**src/rtl/spq_pkg.sv**
```systemverilog
// Package for the sorted priority queue: request, response and slot types, codes, key function.
`default_nettype none
package spq_pkg;

   localparam int NODE_WIDTH  = 4;
   localparam int WORD_WIDTH  = 32;
   localparam int COUNT_WIDTH = 6;

   localparam logic FUNC_PUSH = 1'b0;
   localparam logic FUNC_POP  = 1'b1;

   typedef struct packed {
      logic                  func;
      logic [NODE_WIDTH-1:0] node_in;
      logic [WORD_WIDTH-1:0] cost_in;
      logic [WORD_WIDTH-1:0] heur_in;
   } spq_req_type;

   typedef struct packed {
      logic                   pop_valid;
      logic [NODE_WIDTH-1:0]  node_out;
      logic [WORD_WIDTH-1:0]  cost_out;
      logic [WORD_WIDTH-1:0]  heur_out;
      logic                   push_dropped;
      logic [COUNT_WIDTH-1:0] entry_count;
   } spq_rsp_type;

   typedef struct packed {
      logic [NODE_WIDTH-1:0] node;
      logic [WORD_WIDTH-1:0] cost;
      logic [WORD_WIDTH-1:0] heur;
   } spq_entry_type;

   typedef struct packed {
      logic push;
      logic pop;
   } spq_ctl_type;

   function automatic logic [WORD_WIDTH-1:0] spq_key(
      input logic [WORD_WIDTH-1:0] cost,
      input logic [WORD_WIDTH-1:0] heur
   );
      return (heur != '0) ? heur : cost;
   endfunction

endpackage
`default_nettype wire

```
**src/rtl/spq_cell.sv**
```systemverilog
// One slot of the sorted chain: compares against the incoming key and shifts with its neighbors.
`default_nettype none
module spq_cell (
   input  wire                         clock,
   input  wire spq_pkg::spq_ctl_type   ctl,
   input  wire spq_pkg::spq_entry_type new_entry,
   input  wire spq_pkg::spq_entry_type left_entry,
   input  wire spq_pkg::spq_entry_type right_entry,
   input  wire                         occupied,
   input  wire                         left_le,
   output spq_pkg::spq_entry_type      entry,
   output logic                        le
);

   spq_pkg::spq_entry_type entry_ff;
   spq_pkg::spq_entry_type entry_in;

   assign le = occupied &&
      (spq_pkg::spq_key(entry_ff.cost, entry_ff.heur) <=
       spq_pkg::spq_key(new_entry.cost, new_entry.heur));

   always_comb begin
      entry_in = entry_ff;
      if (ctl.push) begin
         if (!le) begin
            entry_in = left_le ? new_entry : left_entry;
         end
      end else if (ctl.pop) begin
         entry_in = right_entry;
      end
   end

   always_ff @(posedge clock) begin
      entry_ff <= entry_in;
   end

   assign entry = entry_ff;

endmodule
`default_nettype wire

```
**config.mk**
```make
export PLATFORM = sky130hd
export DESIGN_NAME = spq_cell
export DESIGN_NICKNAME = d
export VERILOG_FILES = /design/src/rtl/spq_pkg.sv /design/src/rtl/spq_cell.sv
export SDC_FILE = /design/constraint.sdc
export NUM_CORES = 1
export LEC_CHECK = 0
export ABC_CLOCK_PERIOD_IN_PS = 7700
export BUFFER_PORTS_ARGS = -buffer_cell sky130_fd_sc_hd__buf_2
export CELL_PAD_IN_SITES_DETAIL_PLACEMENT = 1
export CELL_PAD_IN_SITES_GLOBAL_PLACEMENT = 2
export CORE_UTILIZATION = 25
export DETAILED_ROUTE_END_ITERATION = 10
export GPL_ROUTABILITY_DRIVEN = 0
export PLACE_DENSITY = 0.84
export SLEW_MARGIN = 20
export SYNTH_ARGS = -nofsm -noshare
export SYNTH_HDL_FRONTEND = slang
export SYNTH_SLANG_ARGS = --single-unit
export TNS_END_PERCENT = 1
```
**constraint.sdc**
```tcl
create_clock -name clock -period 7.7 [get_ports clock]
set_clock_uncertainty 0.2 [all_clocks]
set_input_delay 1.54 -clock clock [delete_from_list [all_inputs] [get_ports clock]]
set_output_delay 1.54 -clock clock [all_outputs]
set_load 0.05 [all_outputs]
```
# Word level (Yosys, flattened, before mapping)
# Index checks and enable logic that the tools add are counted.
# word_totals
latchBits	0
output_inout_bits	69
rom_bits	0
register_bits	68
in_bits	209
wordCells	16
mem_bits_rw	0
mem_count	0
# classes
n_addsub	0
n_eq_ne	1
multipliers	0
bitwise	0
order_cmp	1
n_div	0
reduce_logical	5
muxes	6
shifts	0
# op_table
op	count
68-bit two-way mux	4
32-bit two-way mux	2
32-bit nonzero test	2
32-bit less-or-equal comparator	1
2-bit != test, second input constant	1
2-bit AND reduction	1
2-bit nonzero test	1
1-bit logical AND	1

# Longest topological paths before layout
# Gate-level depths: netlist of the first run.
# logic_depth
depth_word	6
depth_mapped	11
ltp_nobuf	10

# Worst setup path before layout of the first run
# OpenSTA, ideal clock, no wires.
# synth_timing
path_type	input to output
from	input port new_entry[6] (netlist name)
to	output port le
path_buffers	1
setup_slack_ns	1.364
path_stages	11
arrival_ns	4.596
required_ns	5.960
cell_sequence	nor4_1 > nand4_1 > nor2_1 > clkbuf_1 > a21oi_1 > ha_1 > a21oi_1 > nand2_1 > a221oi_1 > a31oi_2 > o21ai_0
# synth_between
elab_chain_len	4
# synth_rtl
element	line	text
from (decl)	spq_cell.sv:6	input wire spq_pkg::spq_entry_type new_entry,
32-bit nonzero test	spq_pkg.sv:43	return (heur != '0) ? heur : cost;
32-bit two-way mux *	spq_pkg.sv:43	
32-bit less-or-equal comparator *	spq_cell.sv:19	(spq_pkg::spq_key(entry_ff.cost, entry_ff.heur) <=
1-bit logical AND *	spq_cell.sv:18	assign le = occupied &&
to (decl)	spq_cell.sv:12	output logic le
# Mark *: on every way between the ends. The rest lies on a longest branch, timed or not.

# Final worst setup path of the first run
# layout_timing
from	input port new_entry[14] (netlist name)
to	output port le
# Same word-level chain as after synthesis.

==> results of run 1 <==
==> cell usage after synthesis, types with 2 or more instances <==
master,count
a21oi_1,112
nor2_1,73
edfxtp_1,68
mux2i_1,68
a21o_1,33
ha_1,32
clkbuf_1,19
nor4_1,16
nand4_1,11
nand2_1,9
buf_2,8
o21ai_0,6
nand3_1,3
a221oi_1,2
buf_1,2
nand2b_1,2
==> power groups by stage <==
stage | Sequential [mW] | Clock [mW] | Combinational, mW
finish | 0.489 | 0.449 | 0.411
global route | 0.494 | 0.473 | 0.445
CTS | 0.490 | 0.460 | 0.416
detailed placement | 0.498 | 0 | 0.414
global placement | 0.495 | 0 | 0.411
floorplan | 0.625 | 0 | 0.133
==> cell families (layout without fill, tap and decap cells) <==
group | after synthesis | count (layout) | share of synthesized area
buffers and inverters | 30 | 297 | 0.02609
flip-flops | 68 | 68 | 0.4345
AO/OA/AOI/OAI | 158 | 158 | 0.1914
multiplexers | 68 | 68 | 0.1448
AND/OR/NAND/NOR | 120 | 120 | 0.1179
adder cells (fa/ha/maj) | 32 | 32 | 0.08520
==> area by class of cell <==
| type | count | area, um2 | area share |
|---|---|---|---|
| Clock buffer | 10 | 229.0 | 0.03460 |
| Inverter | 1 | 3.754 | 0.0005672 |
| Sequential cell | 68 | 2042 | 0.3086 |
| Timing Repair Buffer | 280 | 1426 | 0.2155 |
| Tap cell | 229 | 286.5 | 0.04330 |
| Clock inverter | 6 | 78.83 | 0.01191 |
| Multi-Input combinational cell | 378 | 2551 | 0.3855 |
==> layer usage <==
layer | part of all wire | GRT usage
met1 | 0.45 | 0.2402
met2 | 0.48 | 0.3272
met3 | 0.059 | 0.04075
met4 | 0.010 | 0.05497
met5 | 0 | 0
==> worst paths after layout <==
check | to | cells past startpoint | slack, ns
hold / removal | entry[34] | 3 | 1.33
hold reg to reg | entry[3] | 6 | 1.57
setup reg to reg | entry[18] | 11 | 2.45
setup / recovery | le | 12 | 0.66
==> tightest hold or removal path, stage by stage <==
cell	delay, ns
buf_2	0.08
nor2_1	0.03
a21oi_1	0.09
==> results.toml, run 1 <==
[timing]
slew_viol_final = 0
fin_crit_sh = 0.9148
grt_setup_unrepaired = "no"
fmax_mhz = 142.0
holdWs_ns = 1.325
hold_violations = 0
setup_slack_ns = 0.6562
maxSlewHeadroom = 0.3494
fin_crit_ns = 7.044
tns_ns = 0
finalSetupViolCount = 0
worstMarginPinSlew_ns = 0.9758

[synthesis]
synth_top_area_frac = 0.4345
yosys.cell_types.count = 28
synth-seq-cells = 68
yosys.area.top_type = "edfxtp_1"
synth_cells = 476
yosys_warnings = 0
synthTopCellsByArea = "edfxtp_1 43%, mux2i_1 14%, a21oi_1 12%"
synth_area_um2 = 4700
async_flop_share = 0
synth_fp_nets = 717
ys_seq_area_frac = 0.4345
synthFlopType = "edfxtp_1"
synth_edf_count = 68
syn_avg_cell_area_um2 = 9.873

[power]
power_mw = 1.349
cellLeakagePower_nw = 3.170
power_frac_seq = 0.363
p_clk_frac = 0.333
ir_worst_vdd_uv = 98.35
p_switching_uw = 474.9
power.density_nw_per_um2 = 203.9
switching_share = 0.3520
pwr-share-comb = 0.305
intPower_uw = 874.2

[cells_and_area]
diodes = 0
drive_above_1_share = 0.4038
area_growth_pct = 40.81
final_common_cell = "buf_2"
final_nets = 979
final_area_um2 = 6618
finalNonFillerCells = 972
most-common-layout-cells = "275 x buf_2, 112 x a21oi_1, 71 x nor2_1"
final.fill_count = 2196
utilization = 0.3634
largest_register_ffs = 68

[global_route]
grt_overflow = 0
grtUsageTotal = 0.1908
grt_pass1_vias = 5007
antenna_found_initial = 0
grt_max_degree = 75
grt_pass1_wl_um = 28170

[setup_path]
crit_arrival_ns = 5.30
slowest_stage = "nor2_4"
endpoint_kind = "primary output"
cp.required_ns = 5.96
critPathKind = "primary input to primary output"
crit_fanout = 32
path_cells = "buf_2 > nor4_1 > nand4_1 > nor2_4 > a21oi_1 > ha_1 > nand4_1 > or4_1 > nor3_1 > nand2_1 > o21ai_0 > buf_2"
worst-path-buf-inv = 2
cp_top_family = "simple AND/OR/NAND/NOR gates"
reg2reg_from = "entry[0]"
crit_path_start_kind = "primary input"
cp_slowest_stage_delay_ns = 0.72
cp-startpoint = "new_entry[14]"

[floorplan]
die_area_um2 = 19350
dieHeight_um = 139.1
num_rows = 49
die_w_um = 139.1
ioPinCount = 278
coreArea_um2 = 18210
start_util = 0.2581

[clocking]
numCtsBuffers = 9
clk_path_buf_depth = 2
clkTransAtPathRegs_ns = 0.06
cts_tree = "yes"
cts-root-buf = "clkbuf_16"
cts_setup_buffers = 0
ctsHoldBuffers = 0
cts_resized = 0
clkLatencyLatePin_ns = 0.34
h-tree-depth = 3
cts_sinks = 68

[drt]
viasPerCell = 4.894
vias = 4757
wirelength_um = 18370
drc = 15
first_pass_iters = 10
wl_per_cell_um = 18.89
first_iter_violations = 181
postRouteAntennaNets = 0

[flow_run]
cap_violations = 0

[place]
pre_cts_ws_ns = 0.6558
dpl_cell_area_um2 = 6310
placed_cells = 956
port_buffers = 277
place_hpwl_um = 14600

[worst_hold_path]
hold_start = "right_entry[34]"
worstHoldPathType = "primary input to register"

[run_status]
violations = "DRC"
outcome = "finished with violations"
No activity file was read; power rests on OpenSTA's default activity.
==> run 2, diff against run 1 <==
ABC_CLOCK_PERIOD_IN_PS = 7400   (was 7700)
clock period = 7.4 ns   (was 7.7 ns; I/O delays follow)
==> run 2 against run 1 <==
  * The flow still finishes with violations (DRC)
  * Sequential power up 4%
  * Largest power group unchanged
  * Clock power is 1% lower
  * Highest routed layer unchanged
  * Combinational power rose by 4%
  * Critical path depth is the same
  * Utilization shrank 0.082 points
  * Worst setup slack got worse by 0.18 ns
  * Sequential share of layout area increased by 0.070 points
  * Cell count unchanged
  * Die area did not move
  * Clock-buffer cell count decreased by 1
  * Global-route usage down 0.16 points
  * Wire length shrank 0.32%
==> results.toml, run 2 (synthesis gave the netlist of run 1 again) <==
[clocking]
cts_resized = 0
cts_sinks = 68
clkTransAtPathRegs_ns = 0.06
clkLatencyLatePin_ns = 0.34
cts_setup_buffers = 0
numCtsBuffers = 9
cts-root-buf = "clkbuf_16"
clk_path_buf_depth = 2
h-tree-depth = 3
cts_tree = "yes"
ctsHoldBuffers = 0

[timing]
slew_viol_final = 0
hold_violations = 0
fin_crit_ns = 6.921
maxSlewHeadroom = 0.4166
fmax_mhz = 144.5
tns_ns = 0
fin_crit_sh = 0.9352
finalSetupViolCount = 0
grt_setup_unrepaired = "no"
worstMarginPinSlew_ns = 0.8731

[drt]
vias = 4801
viasPerCell = 4.939
postRouteAntennaNets = 0
wl_per_cell_um = 18.83
first_iter_violations = 164
wirelength_um = 18310
first_pass_iters = 11
drc = 15

[cells_and_area]
most-common-layout-cells = "275 x buf_2, 112 x a21oi_1, 71 x nor2_1"
largest_register_ffs = 68
final_common_cell = "buf_2"
diodes = 0
drive_above_1_share = 0.4051
seqCellArea_um2 = 2042
area_growth_pct = 40.50
multi_input_area_um2 = 2551
final.fill_count = 2212
final_nets = 979

[worst_hold_path]
worstHoldPathType = "primary input to register"

[setup_path]
cp_slowest_stage_delay_ns = 0.78
cp_top_family = "simple AND/OR/NAND/NOR gates"
endpoint_kind = "primary output"
slowest_stage = "nor2_4"
path_cells = "buf_2 > nor4_1 > nand4_1 > nor2_4 > a21oi_1 > ha_1 > nand4_2 > or4_4 > nor3_1 > nand2_1 > o21ai_0 > buf_2"
cp.required_ns = 5.72
crit_fanout = 32
critPathKind = "primary input to primary output"
crit_path_start_kind = "primary input"
crit_arrival_ns = 5.24
ff2ff_setup_slack_ns = 2.36
worst-path-buf-inv = 2
crit_top_cell = "buf_2"

[global_route]
grt_pass1_vias = 5018
grtUsageTotal = 0.1892
grt_overflow = 0
grt_max_degree = 73
antenna_found_initial = 0
grt_pass1_wl_um = 27860

[floorplan]
coreArea_um2 = 18210
num_rows = 49
dieHeight_um = 139.1
ioPinCount = 278
die_w_um = 139.1
die_area_um2 = 19350
start_util = 0.2581

[power]
p_clk_frac = 0.322
intPower_uw = 876.2
ir_worst_vdd_uv = 104.1
power_mw = 1.379
switching_share = 0.3645
power_frac_seq = 0.368
cellLeakagePower_nw = 3.155
p_switching_uw = 502.5
pwr-share-comb = 0.310
power.density_nw_per_um2 = 208.8

[run_status]
violations = "DRC"
outcome = "finished with violations"

[place]
place_hpwl_um = 14560
port_buffers = 277

[flow_run]
cap_violations = 0
[run 2: changes by cell type in the layout (fill, tap and decap cells not counted), sizes merged]
cell and change:
bufinv -1, clkbuf -1, clkinvlp +2
[run 2: area by class of cell]
cell class,count,share of cell area
multi-input cells,378,0.3864
flip-flops and latches,68,0.3093
repair buffers,280,0.2160
well taps,229,0.04340
clock buffers,9,0.03411
clock inverters,7,0.01023
inverters,1,0.0005685
[run 2: metal layers]
metal,GRT usage,wire [um],vias to the layer above
met5,0,0,-
met4,0.04386,185,0
met3,0.05318,1382,14
met2,0.3187,8781,182
met1,0.2388,7957,2265
li1,-,-,2340
[run 2: path summary, 6_finish.rpt]
path / end / cells after the start / start
max: le / 12 / new_entry[14]
min: entry[62] / 3 / right_entry[62]
max reg2reg: entry[2] / 11 / entry[25]
min reg2reg: entry[39] / 6 / entry[33]
[run 2: power groups by stage]
| stage | clock, mW | combinational (mW) | sequential [mW] |
|---|---|---|---|
| 6_report | 0.444 | 0.427 | 0.508 |
| 5_1_grt | 0.466 | 0.459 | 0.514 |
| 4_1_cts | 0.452 | 0.433 | 0.509 |
| 3_5_place_dp | 0 | 0.431 | 0.517 |
| 3_3_place_gp | 0 | 0.428 | 0.515 |
| 2_1_floorplan | 0 | 0.138 | 0.650 |
[run 2: per-stage QoR]
stage / utilization / hold WS [ns] / worst slack, ns / instance area [um2] / instances
3_3_place_gp: 0.3465 / 1.548 / 0.5092 / 6310 / 956
6_report: 0.3626 / 1.258 / 0.4794 / 6603 / 972
5_1_grt: 0.3626 / 1.254 / 0.08721 / 6603 / 972
3_5_place_dp: 0.3465 / 1.572 / 0.4728 / 6310 / 956
2_1_floorplan: - / 1.506 / 1.184 / 4700 / 476
4_1_cts: 0.3626 / 1.242 / 0.4596 / 6603 / 972
[run 2: worst reg2reg max path, cell delays in order, from the launching register on]
cell and delay, ns:
edfxtp_1 0.48, nor4_1 0.50, nand4_1 0.24, nor2_4 0.72, a21o_1 0.23, ha_1 0.18, nand4_2 0.13, or4_4 0.58
a21o_1 0.18, a31oi_2 0.19, o31a_2 0.73, buf_12 0.32
==> run 3, diff against run 2 <==
CORE_MARGIN = 10   (was default)
RECOVER_POWER = 100   (was default)
==> run 3 against run 2 <==
  * Largest power group unchanged
  * First-iteration DRC count up 14%
  * Clock power up 13%
  * The flow finishes with violations (capacitance limit, slew limit)
  * Worst setup slack gained 0.13 ns
  * Sequential power about the same
  * Worst hold slack gained 0.0019 ns
  * Non-clock buffer count up 2
  * Clock-buffer cell count is the same
  * Final area shrank 0.64%
  * Via count is 0.33% higher
  * Largest cell class unchanged
  * Critical path depth is 1 higher
==> results.toml, run 3 (synthesis gave the netlist of run 1 again) <==
[cells_and_area]
finalNonFillerCells = 980
largest_register_ffs = 68
final.fill_count = 2278
final_nets = 981
multi_input_area_um2 = 2534
area_growth_pct = 39.59
seqCellArea_um2 = 2042
most-common-layout-cells = "206 x buf_2, 112 x a21oi_1, 71 x nor2_1, 71 x clkbuf_1"
drive_above_1_share = 0.3074
final_common_cell = "buf_2"

[power]
ir_worst_vdd_uv = 115.6
cellLeakagePower_nw = 2.993
power_mw = 1.434
power.density_nw_per_um2 = 218.6

[floorplan]
die_w_um = 157.1
num_rows = 50
ioPinCount = 278
coreArea_um2 = 18580
die_area_um2 = 24680
dieHeight_um = 157.1
start_util = 0.2529

[global_route]
antenna_found_initial = 2
grt_pass1_vias = 5371
grtUsageTotal = 0.1638
grt_pass1_wl_um = 30790
grt_max_degree = 97
grt_overflow = 0

[setup_path]
cp_top_family = "simple AND/OR/NAND/NOR gates"
cp.required_ns = 5.72
crit_arrival_ns = 5.11
crit_fanout = 32
crit_top_cell = "nand4_1"
critPathKind = "primary input to primary output"
cp_slowest_stage_delay_ns = 0.64
slowest_stage = "or4_1"
path_cells = "clkbuf_1 > nor4_1 > nand4_1 > nor2_4 > buf_4 > a21oi_1 > ha_1 > nand4_1 > or4_1 > a21o_1 > a31oi_1 > o21ai_0 > buf_2"
endpoint_kind = "primary output"
worst-path-buf-inv = 3
ff2ff_setup_slack_ns = 1.63
crit_path_start_kind = "primary input"

[worst_hold_path]
worstHoldPathType = "primary input to register"

[clocking]
h-tree-depth = 3
cts-root-buf = "clkbuf_16"
clk_path_buf_depth = 2
ctsHoldBuffers = 0
cts_resized = 0
clkLatencyLatePin_ns = 0.34
cts_sinks = 68
cts_setup_buffers = 0
cts_tree = "yes"
numCtsBuffers = 9
clkTransAtPathRegs_ns = 0.06

[timing]
fin_crit_sh = 0.9172
setup_slack_ns = 0.6125
holdWs_ns = 1.260
tns_ns = 0
grt_setup_unrepaired = "no"
fin_crit_ns = 6.788
worstMarginPinSlew_ns = 3.964
slew_viol_final = 142
hold_violations = 0
finalSetupViolCount = 0
fmax_mhz = 147.3
maxSlewHeadroom = -1.643

[drt]
drc = 0
viasPerCell = 4.915
first_pass_iters = 4
postRouteAntennaNets = 0
wl_per_cell_um = 21.37
first_iter_violations = 187
wirelength_um = 20940
vias = 4817

[place]
placed_cells = 963
place_hpwl_um = 17050
pre_cts_ws_ns = 0.7662
port_buffers = 277

[run_status]
outcome = "finished with violations"
violations = "capacitance limit, slew limit"

[flow_run]
cap_violations = 2
[run 3: cell count changes in the layout (fill, tap and decap cells not counted), sizes merged]
cell,change
clkbuf,+72
diode,+1
buf,-70
clkinv,-2
bufinv,+2
[run 3: layout make-up]
cell class | instances | area share
multi-input combinational | 378 | 0.3862
sequential | 68 | 0.3113
timing repair buffer | 282 | 0.2050
tap | 234 | 0.04463
clock buffer | 9 | 0.03433
clock inverter | 7 | 0.01755
inverter | 1 | 0.0005722
antenna | 1 | 0.0003815
[run 3: per-stage QoR]
| step | instance area, um2 | utilization |
|---|---|---|
| CTS | 6671 | 0.3591 |
| global placement | 6331 | 0.3407 |
| floorplan | 4700 | - |
| detailed placement | 6331 | 0.3407 |
| global route | 6560 | 0.3531 |
| finish | 6560 | 0.3531 |
[run 3: worst min-delay path: stages]
cell and delay, ns:
buf_2 0.07, nor2_1 0.03, a21oi_1 0.09
[run 3: power by group]
group / total [mW] / internal [mW] / switching [mW] / leakage, nW
Sequential: 0.509 / 0.480 / 0.0296 / 0.668
Combinational: 0.422 / 0.128 / 0.294 / 2.16
Clock: 0.503 / 0.328 / 0.175 / 0.161
Total: 1.43 / 0.935 / 0.499 / 2.99
[run 3: path summary, 6_finish.rpt]
check / start / end / depth (start not counted)
max: new_entry[14] / le / 13
min: right_entry[56] / entry[56] / 3
min reg2reg: entry[33] / entry[59] / 6
max reg2reg: entry[17] / entry[10] / 11
[run 3: layer usage]
| metal | share of wire | global-route usage | vias to the layer above |
|---|---|---|---|
| li1 | - | - | 2353 |
| met1 | 0.41 | 0.1910 | 2281 |
| met5 | 0.00053 | 0 | - |
| met2 | 0.50 | 0.2826 | 163 |
| met3 | 0.077 | 0.05431 | 18 |
| met4 | 0.013 | 0.04141 | 2 |
